## config.mk

```make
export PLATFORM = sky130hd
export DESIGN_NAME = qvr_sat
export DESIGN_NICKNAME = d
export VERILOG_FILES = /design/src/design/qvr_pkg.sv /design/src/design/qvr_sat.sv
export SDC_FILE = /design/constraint.sdc
export NUM_CORES = 1
export LEC_CHECK = 0
export BUFFER_PORTS_ARGS = -buffer_cell sky130_fd_sc_hd__buf_4
export CAP_MARGIN = 25
export CELL_PAD_IN_SITES_DETAIL_PLACEMENT = 1
export CELL_PAD_IN_SITES_GLOBAL_PLACEMENT = 1
export CORE_AREA = 2 2 108 110
export CTS_CLUSTER_DIAMETER = 150
export DETAILED_ROUTE_END_ITERATION = 10
export DIE_AREA = 0 0 110 112
export PLACE_DENSITY = 0.78
export SLEW_MARGIN = 20
export SYNTH_ARGS = -nofsm -noshare
export SYNTH_HDL_FRONTEND = slang
export SYNTH_SLANG_ARGS = --single-unit
```

## constraint.sdc

```tcl
create_clock -name clk -period 7.6 [get_ports clk]
set_clock_uncertainty 0.2 [all_clocks]
set_input_delay 0 -clock clk [delete_from_list [all_inputs] [get_ports clk]]
set_output_delay 0 -clock clk [all_outputs]
set_load 0.01 [all_outputs]
```

## src/design/qvr_pkg.sv

```systemverilog
// Shared types and constants for the quaternion rotation pipeline.
package qvr_pkg;

	// Widths of the input, the first product and the second product.
	localparam int VW = 16;
	localparam int M1W = 32;
	localparam int PW = 34;
	localparam int M2W = 50;
	localparam int RW = 52;

	// Fraction bits removed at the end (two Q1.14 scalings).
	localparam int FRAC_SHIFT = 28;
	localparam int SHW = RW - FRAC_SHIFT;

	// Saturation limits of an output component.
	localparam logic signed [VW-1:0] OUT_MAX = 16'sh7fff;
	localparam logic signed [VW-1:0] OUT_MIN = 16'sh8000;

	// Rounding bias, one half of the output LSB.
	localparam logic signed [RW-1:0] RND_BIAS = RW'(64'sd1 << (FRAC_SHIFT - 1));

	// A quaternion with 16-bit components.
	typedef struct packed {
		logic signed [VW-1:0] x;
		logic signed [VW-1:0] y;
		logic signed [VW-1:0] z;
		logic signed [VW-1:0] w;
	} quat16_t;

	// The exact first product q * v.
	typedef struct packed {
		logic signed [PW-1:0] x;
		logic signed [PW-1:0] y;
		logic signed [PW-1:0] z;
		logic signed [PW-1:0] w;
	} quat34_t;

	// The exact second product with the rounding bias added.
	typedef struct packed {
		logic signed [RW-1:0] x;
		logic signed [RW-1:0] y;
		logic signed [RW-1:0] z;
		logic signed [RW-1:0] w;
	} quat52_t;

endpackage

```

## src/design/qvr_sat.sv

```systemverilog
// Output stage: drop the fraction bits, saturate to 16 bits and hold the word.
module qvr_sat (
	input  logic             clk,
	input  logic             arst_n,
	input  logic             in_valid,
	output logic             in_ready,
	input  qvr_pkg::quat52_t sum,
	output logic             out_valid,
	input  logic             out_stall,
	output qvr_pkg::quat16_t res,
	output logic             sat
);
	import qvr_pkg::*;

	logic                  v_s5;
	logic                  en5;
	logic signed [SHW-1:0] sh [4];
	logic                  clip [4];
	logic signed [VW-1:0]  lim [4];
	quat16_t               res_s5;
	logic                  sat_s5;

	assign en5 = !v_s5 || !out_stall;
	assign in_ready = en5;

	// Floor shift of the biased sums; a component clips when its upper
	// bits are not all copies of the sign.
	always_comb begin
		sh[0] = sum.x[RW-1:FRAC_SHIFT];
		sh[1] = sum.y[RW-1:FRAC_SHIFT];
		sh[2] = sum.z[RW-1:FRAC_SHIFT];
		sh[3] = sum.w[RW-1:FRAC_SHIFT];
		for (int i = 0; i < 4; i++) begin
			clip[i] = (sh[i][SHW-1:VW-1] != {(SHW-VW+1){sh[i][SHW-1]}});
			if (clip[i]) begin
				lim[i] = sh[i][SHW-1] ? OUT_MIN : OUT_MAX;
			end else begin
				lim[i] = sh[i][VW-1:0];
			end
		end
	end

	// Valid bit of the output register.
	always_ff @(posedge clk or negedge arst_n) begin
		if (!arst_n) begin
			v_s5 <= 1'b0;
		end else if (en5) begin
			v_s5 <= in_valid;
		end
	end

	// Stage 5: the output register.
	always_ff @(posedge clk) begin
		if (en5 && in_valid) begin
			res_s5.x <= lim[0];
			res_s5.y <= lim[1];
			res_s5.z <= lim[2];
			res_s5.w <= lim[3];
			sat_s5   <= clip[0] | clip[1] | clip[2] | clip[3];
		end
	end

	assign out_valid = v_s5;
	assign res = res_s5;
	assign sat = sat_s5;

endmodule

```

==> results.md <==
- Final wirelength: 9200 um
- Area of the die: 12300 um2
- Max Clk Rate: about 0.5 GHz
- Nets@finish: 624
- Worst Max-Slew Pin Slew: around 0.85 ns
- Core region area: around 11000 um2
- WP data required: around 7.3 ns
- CTS root buf: clkbuf_16
- Routed Antenna Nets: 0
- Max-cap violations: 0
- Primary FF master, synth: edfxtp_1
- Die Ht: about 110 um
- Seq/Total Area, Yosys: between 60 and 70%
- Clock sinks: between 60 and 70
- Critical Path Source Type: register
- Synthesized cell area: 2880 um2
- Die Wd: 110 um
- Grt met1 use: 16.3%
- Vias per cell: 4.40
- Skew-Pair Late Insertion Delay: roughly 0.32 ns
- Violation count after the first detailed-route iteration: 81
- First-pass GRT wire length: 14400 um
- Min Clock Period, post-route: 2.00 ns
- DP Cell Count: ~480
- Synth warn: 0
- Routability cong.: 0.820
- Starting Density: 25.7%
- Category of the most critical setup path: register to register
- Largest family of logic cells by synthesized area: compound AO/OA/AOI/OAI gates
- Final period util: around a quarter
- Via count: 2465
- Worst-path fanout max: 65
- Most frequent cell after synthesis: edfxtp_1
- Non-Filler Instances: between 500 and 600
- IR drop worst, VDD: between 0.0001 and 0.00015 V
- Grt total ovfl: 0
- Total negative setup slack: 0 ns
- Simple-gate portion of the synthesized area: under 10%
- Setup Buffers After CTS: 0
- CTS resizes: 0
- #FFs+latches synth: 66
- Depth of the CTS H-tree: 3
- Synth Area in Adders: 0%
- Port Buf Inserts: approximately 170
- Initial antenna violation count: 0
- M2 GR Usage: 29.0%
- WP data arrival: roughly 1.7 ns
- Unique masters post-synth: 18
- Number of global-route vias before repair: slightly below 3000
- DRT Pass-1 Iters: 4
- # DRC: 0
- Diode count: 0
- Row count: 39
- Met3 Use GR: 3.45%
- Total power: between 0.9 and 1 mW
- Hpwl dp: 5630 um
- Final count of pins violating max slew: 0
- Cts hold-fix bufs: 68
- Longest Clk Path Bufs: 2
- Slew HR: between 40% and 50%
- Mux cell area share after synthesis: 0%
- Commonest cells post-synth: 65 x edfxtp_1, 55 x a21o_1, 8 x buf_6
- Final hold violations: 0
- Pwr Density: 189 nW/um2
- Finished layout cell area: 5160 um2
- Synth Instances: about 180
- Placed Area: 4200 um2
- Worst min path class: input pin to register
- Share of cells above drive strength 1: 47.5%
- Total GRT Usage: 15.4%
- Crit. End Element: register
- Reg clk slew, reported paths: around 0.05 ns
- CTS Buf Count: 9
- Cell taking the most area after synthesis: edfxtp_1
- Io pins: 279
- Gr busiest metal: met2
- Status: complete, no violations
- Synth Net Count: 390
- Synth-to-layout area growth: 79.4%
- Ys async rst share: roughly 1.5%
- CTS tree: yes
- Post-synth EDFFs: 65
- Synth Area in XOR/XNOR: 0%
- P_leak: 2.38 nW
- Ranking of synthesized cells by area: edfxtp_1 68%, a21o_1 14%, buf_6 3.1%
- RSZ-0062 raised after global routing: no
- Post-synthesis compound-gate area fraction: 18.8%
- Avg Cell Area, Syn: 16.2 um2
- Largest net degree at the start of global routing: 66
- Drt wl/cell: 16.4 um
- Area share of the largest cell type after synthesis: 67.9%
- # setup viols final: 0
-- layout make-up --
class | instances | area (um2)
sequential | 66 | 1980
timing repair buffer | 235 | 1930
fill | 1153 | 6010
clock inverter | 3 | 40.0
multi-input combinational | 100 | 791
tap | 143 | 179
clock buffer | 13 | 240
-- worst max-delay path, cell delays in order (launching register included) --
cell     delay [ns]
dfrtp_1        0.40
nand2_1        0.14
and2_2         0.18
buf_4          0.67
-- sequential cells by signal, summed over array words and instances, names as in the netlist --
register,count
res,64
sat,1
out_valid,1
-- metrics by stage --
step,setup WS (ns),hold WS (ns),utilization (%)
finish,5.60,0.0682,46.2
floorplan,4.85,-0.496,-
global placement,5.73,-0.424,37.6
global route,5.49,0.0899,46.2
CTS,5.65,0.0547,46.2
detailed placement,5.67,-0.424,37.6
-- placed cells by master (no fill, tap or decap), types with 2 or more instances in the layout --
master,count
clkbuf_1,4
clkbuf_16,9
a21o_1,55
nand3_1,7
clkinv_2,2
buf_4,167
o31ai_4,4
nor2_1,4
edfxtp_1,65
nand2_1,5
nor4_2,4
nor2b_4,4
nor3_1,4
a21o_2,5
dlygate4sd3_1,68
nand4_1,5
-- cell families after synthesis --
kind of cell | count (synthesis)
AO/OA/AOI/OAI | 64
flip-flops | 66
AND/OR/NAND/NOR | 36
buffers and inverters | 12
-- layer usage --
| metal | wire length, um | share of wire (%) | vias up |
|---|---|---|---|
| li1 | - | - | 1163 |
| met1 | 3440 | 37 | 1185 |
| met2 | 5000 | 54 | 105 |
| met3 | 590 | 6.4 | 12 |
| met4 | 165 | 1.8 | 0 |
| met5 | 0 | 0 | - |
-- path summary, 6_finish.rpt --
check	slack, ns	cells after the start	endpoint	start
min in group asynchronous	0.32	3	out_valid	arst_n
max reg2reg	5.60	3	res[7]	out_valid
max in group asynchronous	6.77	3	out_valid	arst_n
min	0.07	4	sat	sum[96]
min reg2reg	0.97	3	out_valid	out_valid
max	5.60	3	res[7]	out_valid
-- power breakdown --
part	switching (mW)	internal (mW)	total, mW
Clock	0.143	0.253	0.396
Sequential	0.00599	0.425	0.431
Combinational	0.0604	0.0904	0.151
Note: power is estimated with default switching activity, not from simulation.
